--- config.mk ---
export PLATFORM = sky130hd
export DESIGN_NAME = tcp_sample_set_fingerprinter_top
export DESIGN_NICKNAME = d
export VERILOG_FILES = /design/src/rtl/tssf_pkg.sv /design/src/rtl/tssf_accum.sv /design/src/rtl/tssf_report.sv /design/src/rtl/tcp_sample_set_fingerprinter_top.sv
export SDC_FILE = /design/constraint.sdc
export NUM_CORES = 1
export LEC_CHECK = 0
export BUFFER_PORTS_ARGS = -buffer_cell sky130_fd_sc_hd__buf_4
export CAP_MARGIN = 15
export CORE_UTILIZATION = 45
export CTS_CLUSTER_SIZE = 30
export DETAILED_ROUTE_END_ITERATION = 12
export GPL_ROUTABILITY_DRIVEN = 1
export PLACE_DENSITY = 0.63
export SETUP_SLACK_MARGIN = 0.15
export SLEW_MARGIN = 20
export SYNTH_ARGS = -nofsm -noshare
export SYNTH_HDL_FRONTEND = slang
export SYNTH_SLANG_ARGS = --single-unit
--- constraint.sdc ---
create_clock -name clk -period 6.05 [get_ports clk]
set_input_delay 0.9075 -clock clk [delete_from_list [all_inputs] [get_ports clk]]
set_output_delay 0.9075 -clock clk [all_outputs]
set_load 0.03 [all_outputs]
--- src/rtl/tssf_pkg.sv ---
`timescale 1ns / 1ps
// Shared types, constants and field layouts of the TCP sample set fingerprinter.
package tssf_pkg;

  localparam int MAX_SAMPLES_DEF = 64;

  localparam logic [31:0] LIMIT_RESET = 32'd1000;

  localparam int IN_DATA_W  = 112;
  localparam int OUT_DATA_W = 88;

  localparam int FIN_BIT = 0;
  localparam int SYN_BIT = 1;
  localparam int RST_BIT = 2;
  localparam int PSH_BIT = 3;
  localparam int ACK_BIT = 4;

  localparam int NUM_FLAGS = 5;
  localparam int CNT_SYN   = 0;
  localparam int CNT_ACK   = 1;
  localparam int CNT_PSH   = 2;
  localparam int CNT_RST   = 3;
  localparam int CNT_FIN   = 4;

  localparam logic [6:0]  FLAG_CNT_MAX = 7'd127;
  localparam logic [5:0]  WIN_CNT_MAX  = 6'd63;
  localparam logic [15:0] IDENT_MAX    = 16'hFFFF;

  localparam int ID_INCR_BIT   = 0;
  localparam int ID_RANDOM_BIT = 1;
  localparam int ID_CONST_BIT  = 2;
  localparam int RISK_CONST_BIT = 0;
  localparam int RISK_INCR_BIT  = 1;

  localparam logic [3:0] RISK_ISN_CONST = 4'd4;
  localparam logic [3:0] RISK_ID_CONST  = 4'd3;
  localparam logic [3:0] RISK_ID_INCR   = 4'd2;
  localparam logic [3:0] RISK_STAMP     = 4'd2;

  typedef enum logic [1:0] {
    ISN_INSUFF  = 2'd0,
    ISN_RANDOM  = 2'd1,
    ISN_PREDICT = 2'd2,
    ISN_CONST   = 2'd3
  } isn_class_t;

  typedef enum logic [2:0] {
    ID_INSUFF  = 3'd0,
    ID_UNCLASS = 3'd1,
    ID_RANDOM  = 3'd2,
    ID_INCR    = 3'd3,
    ID_CONST   = 3'd4
  } ident_class_t;

  typedef logic [NUM_FLAGS-1:0][6:0] flag_cnt_t;

  // last field in the lowest bits
  typedef struct packed {
    logic [8:0]  tcp_flags;
    logic [15:0] window_size;
    logic [31:0] stamp_value;
    logic [15:0] ident_value;
    logic [31:0] sequence_number;
  } sample_t;

  typedef struct packed {
    logic [31:0] prev_seq;
    logic [31:0] first_delta;
    logic [31:0] step_lo;
    logic [31:0] step_hi;
    logic        all_eq;
    logic [15:0] first_id;
    logic [15:0] prev_id;
    logic [2:0]  cls_flags;
    logic [1:0]  risk_flags;
    logic [31:0] first_stamp;
    logic        second_stamp_zero;
    logic [15:0] prev_win;
    logic [5:0]  win_cnt;
    flag_cnt_t   flag_cnt;
  } acc_t;

  localparam acc_t ACC_CLEAR = '{
    prev_seq:          32'd0,
    first_delta:       32'd0,
    step_lo:           32'd0,
    step_hi:           32'd0,
    all_eq:            1'b1,
    first_id:          16'd0,
    prev_id:           16'd0,
    cls_flags:         3'b111,
    risk_flags:        2'b11,
    first_stamp:       32'd0,
    second_stamp_zero: 1'b0,
    prev_win:          16'd0,
    win_cnt:           6'd0,
    flag_cnt:          '0
  };

  typedef struct packed {
    logic        ge2;
    logic        ge3;
    logic [31:0] step_lo;
    logic [31:0] step_hi;
    logic        all_eq;
    logic [2:0]  cls_flags;
    logic [1:0]  risk_flags;
    logic [31:0] first_stamp;
    logic        second_stamp_zero;
    logic [5:0]  win_cnt;
    flag_cnt_t   flag_cnt;
  } snap_t;

  // last field in the lowest bits
  typedef struct packed {
    logic [3:0]   risk_total;
    logic         rst_warning;
    logic [6:0]   fin_total;
    logic [6:0]   rst_total;
    logic [6:0]   psh_total;
    logic [6:0]   ack_total;
    logic [6:0]   syn_total;
    logic [5:0]   win_change_total;
    logic         stamps_present;
    ident_class_t ident_class;
    logic [31:0]  delta_range;
    isn_class_t   isn_class;
  } result_t;

endpackage

--- src/rtl/tssf_accum.sv ---
`timescale 1ns / 1ps
// Input register, per-set running statistics and snapshot of a closed set.
module tssf_accum #(
  parameter int MAX_SAMPLES = tssf_pkg::MAX_SAMPLES_DEF
) (
  input  logic              clk,
  input  logic              rst_n,
  input  logic              in_valid,
  output logic              in_ready,
  input  tssf_pkg::sample_t in_sample,
  input  logic              in_last,
  output logic              snap_valid,
  input  logic              snap_ready,
  output tssf_pkg::snap_t   snap
);
  import tssf_pkg::*;

  localparam int CNT_W = $clog2(MAX_SAMPLES + 1);
  localparam logic [CNT_W-1:0] CNT_FULL = CNT_W'(MAX_SAMPLES);
  localparam logic [CNT_W-1:0] CNT_ONE  = CNT_W'(1);
  localparam logic [CNT_W-1:0] CNT_TWO  = CNT_W'(2);
  localparam logic [CNT_W-1:0] CNT_THREE = CNT_W'(3);

  logic             in_valid_r;
  logic             in_last_r;
  sample_t          in_sample_r;
  logic [CNT_W-1:0] count_r, count_nxt;
  acc_t             acc_r, acc_nxt;
  logic             snap_valid_r;
  snap_t            snap_r, snap_nxt;

  logic        snap_free, advance, take, incr, same;
  logic [31:0] delta;
  logic [NUM_FLAGS-1:0] hits;

  assign snap_free = !snap_valid_r || snap_ready;
  assign advance   = in_valid_r && (!in_last_r || snap_free);
  assign in_ready  = !in_valid_r || advance;
  assign take      = count_r != CNT_FULL;

  assign delta = in_sample_r.sequence_number - acc_r.prev_seq;
  assign incr  = (acc_r.prev_id != IDENT_MAX) &&
                 (in_sample_r.ident_value == acc_r.prev_id + 16'd1);
  assign same  = in_sample_r.ident_value == acc_r.prev_id;

  assign hits[CNT_SYN] = in_sample_r.tcp_flags[SYN_BIT];
  assign hits[CNT_ACK] = in_sample_r.tcp_flags[ACK_BIT];
  assign hits[CNT_PSH] = in_sample_r.tcp_flags[PSH_BIT];
  assign hits[CNT_RST] = in_sample_r.tcp_flags[RST_BIT];
  assign hits[CNT_FIN] = in_sample_r.tcp_flags[FIN_BIT];

  always_comb begin
    acc_nxt   = acc_r;
    count_nxt = count_r;
    if (take) begin
      for (int k = 0; k < NUM_FLAGS; k++) begin
        if (hits[k] && acc_r.flag_cnt[k] != FLAG_CNT_MAX) begin
          acc_nxt.flag_cnt[k] = acc_r.flag_cnt[k] + 7'd1;
        end
      end
      if (count_r == '0) begin
        acc_nxt.first_id    = in_sample_r.ident_value;
        acc_nxt.first_stamp = in_sample_r.stamp_value;
      end else begin
        if (count_r == CNT_ONE) begin
          acc_nxt.first_delta       = delta;
          acc_nxt.step_lo           = delta;
          acc_nxt.step_hi           = delta;
          acc_nxt.second_stamp_zero = in_sample_r.stamp_value == 32'd0;
        end else begin
          if (delta != acc_r.first_delta) acc_nxt.all_eq = 1'b0;
          if (delta < acc_r.step_lo) acc_nxt.step_lo = delta;
          if (delta > acc_r.step_hi) acc_nxt.step_hi = delta;
          if (!incr) acc_nxt.cls_flags[ID_INCR_BIT] = 1'b0;
          if (in_sample_r.ident_value == acc_r.first_id) begin
            acc_nxt.cls_flags[ID_RANDOM_BIT] = 1'b0;
          end
          if (!same) acc_nxt.cls_flags[ID_CONST_BIT] = 1'b0;
        end
        if (!same) acc_nxt.risk_flags[RISK_CONST_BIT] = 1'b0;
        if (!incr) acc_nxt.risk_flags[RISK_INCR_BIT] = 1'b0;
        if (in_sample_r.window_size != acc_r.prev_win && acc_r.win_cnt != WIN_CNT_MAX) begin
          acc_nxt.win_cnt = acc_r.win_cnt + 6'd1;
        end
      end
      acc_nxt.prev_seq = in_sample_r.sequence_number;
      acc_nxt.prev_id  = in_sample_r.ident_value;
      acc_nxt.prev_win = in_sample_r.window_size;
      count_nxt        = count_r + CNT_ONE;
    end
  end

  always_comb begin
    snap_nxt.ge2               = count_nxt >= CNT_TWO;
    snap_nxt.ge3               = count_nxt >= CNT_THREE;
    snap_nxt.step_lo           = acc_nxt.step_lo;
    snap_nxt.step_hi           = acc_nxt.step_hi;
    snap_nxt.all_eq            = acc_nxt.all_eq;
    snap_nxt.cls_flags         = acc_nxt.cls_flags;
    snap_nxt.risk_flags        = acc_nxt.risk_flags;
    snap_nxt.first_stamp       = acc_nxt.first_stamp;
    snap_nxt.second_stamp_zero = acc_nxt.second_stamp_zero;
    snap_nxt.win_cnt           = acc_nxt.win_cnt;
    snap_nxt.flag_cnt          = acc_nxt.flag_cnt;
  end

  always_ff @(posedge clk) begin
    if (!rst_n) begin
      in_valid_r   <= 1'b0;
      in_last_r    <= 1'b0;
      count_r      <= '0;
      acc_r        <= ACC_CLEAR;
      snap_valid_r <= 1'b0;
    end else begin
      if (in_ready) begin
        in_valid_r <= in_valid;
        in_last_r  <= in_last;
      end
      if (advance) begin
        if (in_last_r) begin
          count_r <= '0;
          acc_r   <= ACC_CLEAR;
        end else begin
          count_r <= count_nxt;
          acc_r   <= acc_nxt;
        end
      end
      if (advance && in_last_r) begin
        snap_valid_r <= 1'b1;
      end else if (snap_ready) begin
        snap_valid_r <= 1'b0;
      end
    end
  end

  always_ff @(posedge clk) begin
    if (in_ready) begin
      in_sample_r <= in_sample;
    end
    if (advance && in_last_r) begin
      snap_r <= snap_nxt;
    end
  end

  assign snap_valid = snap_valid_r;
  assign snap       = snap_r;

endmodule

--- src/rtl/tssf_report.sv ---
`timescale 1ns / 1ps
// Report stage: classify a closed set and hold the result beat.
module tssf_report (
  input  logic              clk,
  input  logic              rst_n,
  input  logic              snap_valid,
  output logic              snap_ready,
  input  tssf_pkg::snap_t   snap,
  input  logic [31:0]       range_limit,
  output logic              out_valid,
  input  logic              out_ready,
  output tssf_pkg::result_t result
);
  import tssf_pkg::*;

  logic        out_valid_r;
  result_t     result_r, result_nxt;
  logic [31:0] range;
  logic [3:0]  risk;

  assign snap_ready = !out_valid_r || out_ready;
  assign range      = snap.ge2 ? (snap.step_hi - snap.step_lo) : 32'd0;

  always_comb begin
    risk = 4'd0;
    if (snap.ge2) begin
      if (snap.all_eq) risk = risk + RISK_ISN_CONST;
      if (snap.ge3 && snap.risk_flags[RISK_CONST_BIT]) risk = risk + RISK_ID_CONST;
      if (snap.ge3 && snap.risk_flags[RISK_INCR_BIT]) risk = risk + RISK_ID_INCR;
      if (snap.first_stamp != 32'd0) risk = risk + RISK_STAMP;
    end
  end

  always_comb begin
    result_nxt.delta_range = range;
    if (!snap.ge2) begin
      result_nxt.isn_class = ISN_INSUFF;
    end else if (snap.all_eq) begin
      result_nxt.isn_class = ISN_CONST;
    end else if (range < range_limit) begin
      result_nxt.isn_class = ISN_PREDICT;
    end else begin
      result_nxt.isn_class = ISN_RANDOM;
    end
    if (!snap.ge3) begin
      result_nxt.ident_class = ID_INSUFF;
    end else if (snap.cls_flags[ID_CONST_BIT]) begin
      result_nxt.ident_class = ID_CONST;
    end else if (snap.cls_flags[ID_INCR_BIT]) begin
      result_nxt.ident_class = ID_INCR;
    end else if (snap.cls_flags[ID_RANDOM_BIT]) begin
      result_nxt.ident_class = ID_RANDOM;
    end else begin
      result_nxt.ident_class = ID_UNCLASS;
    end
    result_nxt.stamps_present   = snap.ge2 &&
                                  (snap.first_stamp != 32'd0 || !snap.second_stamp_zero);
    result_nxt.win_change_total = snap.win_cnt;
    result_nxt.syn_total        = snap.flag_cnt[CNT_SYN];
    result_nxt.ack_total        = snap.flag_cnt[CNT_ACK];
    result_nxt.psh_total        = snap.flag_cnt[CNT_PSH];
    result_nxt.rst_total        = snap.flag_cnt[CNT_RST];
    result_nxt.fin_total        = snap.flag_cnt[CNT_FIN];
    result_nxt.rst_warning      = snap.flag_cnt[CNT_RST] > (snap.flag_cnt[CNT_ACK] >> 1);
    result_nxt.risk_total       = risk;
  end

  always_ff @(posedge clk) begin
    if (!rst_n) begin
      out_valid_r <= 1'b0;
    end else if (snap_ready) begin
      out_valid_r <= snap_valid;
    end
  end

  always_ff @(posedge clk) begin
    if (snap_ready && snap_valid) begin
      result_r <= result_nxt;
    end
  end

  assign out_valid = out_valid_r;
  assign result    = result_r;

endmodule

--- src/rtl/tcp_sample_set_fingerprinter_top.sv ---
`timescale 1ns / 1ps
// Top level of the TCP sample set fingerprinter.
//
//  channel  direction  beat contents
//  in_      slave      tdata: sequence_number, ident_value, stamp_value, window_size,
//                      tcp_flags; tlast: last_sample
//  out_     master     tdata: one set report, sent after each tlast beat
//  cfg_     write      predictable_range_limit
//
// One input beat per cycle while the snapshot register can take each closed set; the running
// statistics update between the input register and the snapshot register.
// A report passes from the input register through the snapshot and result registers to out_.
// Reset is synchronous: set state clears, the range limit returns to 1000.
// A stalled out_ holds its beat; in_ keeps flowing until a second closed set
// waits behind it, then in_tready drops on the next tlast beat.
module tcp_sample_set_fingerprinter_top #(
  parameter int MAX_SAMPLES = tssf_pkg::MAX_SAMPLES_DEF
) (
  input  logic                            clk,
  input  logic                            rst_n,
  input  logic                            in_tvalid,
  output logic                            in_tready,
  // sequence_number, ident_value, stamp_value, window_size, tcp_flags, zero pad
  input  logic [tssf_pkg::IN_DATA_W-1:0]  in_tdata,
  input  logic                            in_tlast,
  output logic                            out_tvalid,
  input  logic                            out_tready,
  // isn_class, delta_range, ident_class, stamps_present, win_change_total, syn_total,
  // ack_total, psh_total, rst_total, fin_total, rst_warning, risk_total, zero pad
  output logic [tssf_pkg::OUT_DATA_W-1:0] out_tdata,
  input  logic                            cfg_wr_en,
  input  logic [31:0]                     cfg_wr_data
);
  import tssf_pkg::*;

  logic [31:0] limit_r;
  sample_t     sample;
  logic        snap_valid, snap_ready;
  snap_t       snap;
  result_t     result;

  always_ff @(posedge clk) begin
    if (!rst_n) begin
      limit_r <= LIMIT_RESET;
    end else if (cfg_wr_en) begin
      limit_r <= cfg_wr_data;
    end
  end

  assign sample = in_tdata[$bits(sample_t)-1:0];

  tssf_accum #(
    .MAX_SAMPLES(MAX_SAMPLES)
  ) u_accum (
    .clk        (clk),
    .rst_n      (rst_n),
    .in_valid   (in_tvalid),
    .in_ready   (in_tready),
    .in_sample  (sample),
    .in_last    (in_tlast),
    .snap_valid (snap_valid),
    .snap_ready (snap_ready),
    .snap       (snap)
  );

  tssf_report u_report (
    .clk         (clk),
    .rst_n       (rst_n),
    .snap_valid  (snap_valid),
    .snap_ready  (snap_ready),
    .snap        (snap),
    .range_limit (limit_r),
    .out_valid   (out_tvalid),
    .out_ready   (out_tready),
    .result      (result)
  );

  assign out_tdata = {{(OUT_DATA_W - $bits(result_t)){1'b0}}, result};

endmodule

==> impl_metrics.yaml <==
detailed_routing:
  dr.pass1.iters: 5
  wl_met2_um: 33260
  routed_wl_um: 71650
  viasPerCell: 5.371
  top_layer: "met4"
  drc_errors: 0
  vias: 22080
  drt_iter0_markers: 1395
  met3WireLength_um: 3277
  wl_met1_um: 33480
  final_antenna_net_count: 0
  wl_per_cell_um: 17.43
yosys:
  synth_ff_type: "edfxtp_1"
  synth_edf_count: 331
  synthArstFlopShare_pct: 0
  ys_types: 95
  synth_area_per_cell_um2: 10.63
  synth.cell_area_um2: 31140
  synth_warnings: 0
  ys_ff_latch: 630
  syn_inst: 2930
  ys_seq_area_share_pct: 51.14
floorplan:
  dieArea_um2: 70250
  die_w_um: 265.1
  core_um2: 68590
  core.rowCount: 96
  pin_count: 240
  die_h_um: 265.1
  start_util_pct: 45.40
min_path:
  holdCritPathClass: "flop to flop"
  worstHoldPathCells: 0
  hold_end: "u_report.result[73]"
  hold_start: "u_accum.snap[29]"
placed_design:
  placed_cells: 3984
  dp_slack_ns: 0.7749
  dp_hpwl_um: 50720
  port_buffers: 224
  dpl_cell_area_um2: 33840
  place.gp.congestion: 0.8812
global_route:
  grt_pass1_vias: 21710
  groute.usage.overall_pct: 20.09
  grt_overflow_total: 0
  antenna_found_initial: 0
  grt_start_max_net_pins: 104
  grt_pass1_wl_um: 114400
sta:
  fmax_ghz: 0.1911
  slew_headroom_pct: 31.37
  rsz0062_at_grt: "false"
  period_needed_ns: 5.232
  worst_slew_pin_slew_ns: 1.029
  finalHoldViolCount: 0
  skew_ns: 0.02142
  worst_slack_ns: 0.8175
  slew_viol_final: 0
  fin_crit_sh_pct: 86.49
  holdWs_ns: 0.4175
  finalSetupViolations: 0
  setup_tns_ns: 0
setup_path:
  worst_r2r_startpoint: "u_accum.snap[90]"
  crit_slowest_cell: "a2111oi_1"
  critPathLaunchType: "flop"
  crit_path_end_kind: "flop"
  slowest_delay_ns: 0.79
  worstPathCellList: "ha_1 > and3_1 > and3_1 > and3_1 > o211ai_1 > a2111oi_1 > o31ai_1 > nor2b_1 > o21ai_0 > a21oi_1 > ha_1 > a21o_1 > a21o_1 > a21oi_1 > nor2b_1 > o21ai_0 > nand2b_1 > a21oi_1 > nor2b_1 > or4_1 > o21a_1"
  r2r-end: "u_report.result[0]"
  required_ns: 6.41
  reg2regPathDepth: 21
  r2r_slack_ns: 0.82
  critPathKind: "flop to flop"
  worst-path-max-fanout: 4
  critPathArrivalTime_ns: 5.59
cells_and_area:
  area_growth_pct: 15.94
  final_cell_count_no_fill: 4110
  diodes: 0
  mostFrequentLayoutCells: "edfxtp_1, dfxtp_1, nand2_1, buf_4, nor2b_1"
  mostFrequentLayoutCell: "edfxtp_1"
  design_area_um2: 36100
  fin_nets: 3453
  drive_above_1_share_pct: 14.63
power_and_ir_drop:
  p_int_w: 0.007661
  powerDensity_nw_per_um2: 283.6
  p_comb_share_pct: 13.0
  p_seq_share_pct: 46.0
  clockPowerShare_pct: 41.0
  ir_drop_mv: 0.1448
  switching_share_pct: 25.17
  power_switching_w: 0.002577
  p_leak_nw: 13.85
clock_tree:
  cts-buffers-inserted: 70
  hold_buffers: 0
  post_cts_buffers: 0
  h-tree-depth: 3
  cts_buffer_depth: 3
  tritoncts: "yes"
  clk_latency_ns: 0.60
  cts.sinks: 630
  clk_pin_slew_worst_paths_ns: 0.06
  cts-resized-gates: 0
  cts_root_buffer: "clkbuf_16"
run_status:
  status: "complete, no violations"
job:
  cap_violations: 0
## how the worst max path moves through the flow
stage	startpoint	to	slack (ns)	cells past startpoint
global route	u_accum.snap[81]	u_report.result[0]	0.50	21
floorplan	out_tready	u_report.result[0]	0.80	2
detailed placement	u_accum.in_sample_r[0]	u_accum.snap[140]	0.77	19
finish	u_accum.snap[90]	u_report.result[0]	0.82	21
CTS	u_accum.in_sample_r[0]	u_accum.snap[140]	0.77	19
global placement	u_accum.in_sample_r[0]	u_accum.snap[140]	0.84	19
## logic make-up (layout without fill, tap and decap cells)
kind of cell	after synthesis	in the layout	synth area share (%)
AND/OR/NAND/NOR	876	876	14.76
buffers and inverters	349	595	4.448
multiplexers	73	73	2.491
flip-flops	630	630	51.14
adder cells (fa/ha/maj)	178	178	7.201
other	1	4	0.01204
XOR/XNOR	164	164	4.906
AO/OA/AOI/OAI	659	659	15.04
## power by group through the flow
stage | sequential [W] | combinational (W) | clock [W]
final | 0.00471 | 0.00133 | 0.00420
after global routing | 0.00472 | 0.00148 | 0.00448
after CTS | 0.00470 | 0.00133 | 0.00431
after detailed placement | 0.00480 | 0.00133 | 0
after global placement | 0.00479 | 0.00129 | 0
after floorplan | 0.00478 | 0.000901 | 0
## layer usage
layer,up-vias,track usage [%]
li1,10960,-
met1,10520,27.31
met2,484,33.03
met3,115,2.814
met4,0,6.530
met5,-,0
## Yosys cell counts, drive strengths merged (34+ instances only)
| library cell | instances | share of area, % |
|---|---|---|
| edfxtp | 331 | 32 |
| dfxtp | 299 | 19 |
| nand2 | 270 | 3.3 |
| nor2b | 217 | 4.4 |
| inv | 197 | 2.4 |
| ha | 176 | 7.1 |
| a22oi | 165 | 4.0 |
| clkbuf | 121 | 1.5 |
| a21oi | 119 | 2.0 |
| o21ai | 110 | 1.8 |
| xnor2 | 93 | 2.6 |
| nor2 | 76 | 0.92 |
| xor2 | 65 | 1.8 |
| nand3 | 52 | 0.85 |
| a21o | 49 | 1.2 |
| and2 | 49 | 0.98 |
| nand4 | 43 | 0.88 |
| mux2i | 37 | 1.2 |
| mux2 | 36 | 1.3 |
| nor3 | 35 | 0.56 |
| a22o | 34 | 0.96 |
## state kept, by name, indices dropped and copies added (netlist names)
| signal | flops |
|---|---|
| u_accum.snap_valid | 1 |
| limit_r | 32 |
| u_accum.in_sample_r | 96 |
| u_accum.count_r | 7 |
| u_accum.acc_r | 256 |
| u_accum.snap | 146 |
| u_report.result | 84 |
| u_report.out_valid | 1 |
| u_accum.in_valid_r | 1 |
| u_accum.hits | 5 |
| u_accum.in_last_r | 1 |
## cell type report
class	count	area (um2)
Clock inverter	36	376.6
Sequential cell	630	15930
Multi-Input combinational cell	1954	13920
Tap cell	931	1165
Timing Repair Buffer	272	2083
Fill cell	6062	32480
Clock buffer	90	1888
Inverter	197	742.0
## per-stage QoR
step / util [%] / power (W)
6_report: 52.64 / 0.01024
5_1_grt: 52.64 / 0.01068
4_1_cts: 52.63 / 0.01035
3_5_place_dp: 49.33 / 0.006123
3_3_place_gp: 49.32 / 0.006084
2_1_floorplan: - / 0.005678
## critical path, delay by kind of cell (launching register included)
| family | cells | cell delay [ns] |
|---|---|---|
| AOI/OAI and AO/OA | 11 | 2.51 |
| adders and majority gates | 2 | 0.68 |
| DFF | 1 | 0.39 |
| and+or+nand+nor | 8 | 1.42 |
No activity file was read; power rests on OpenSTA's default activity.
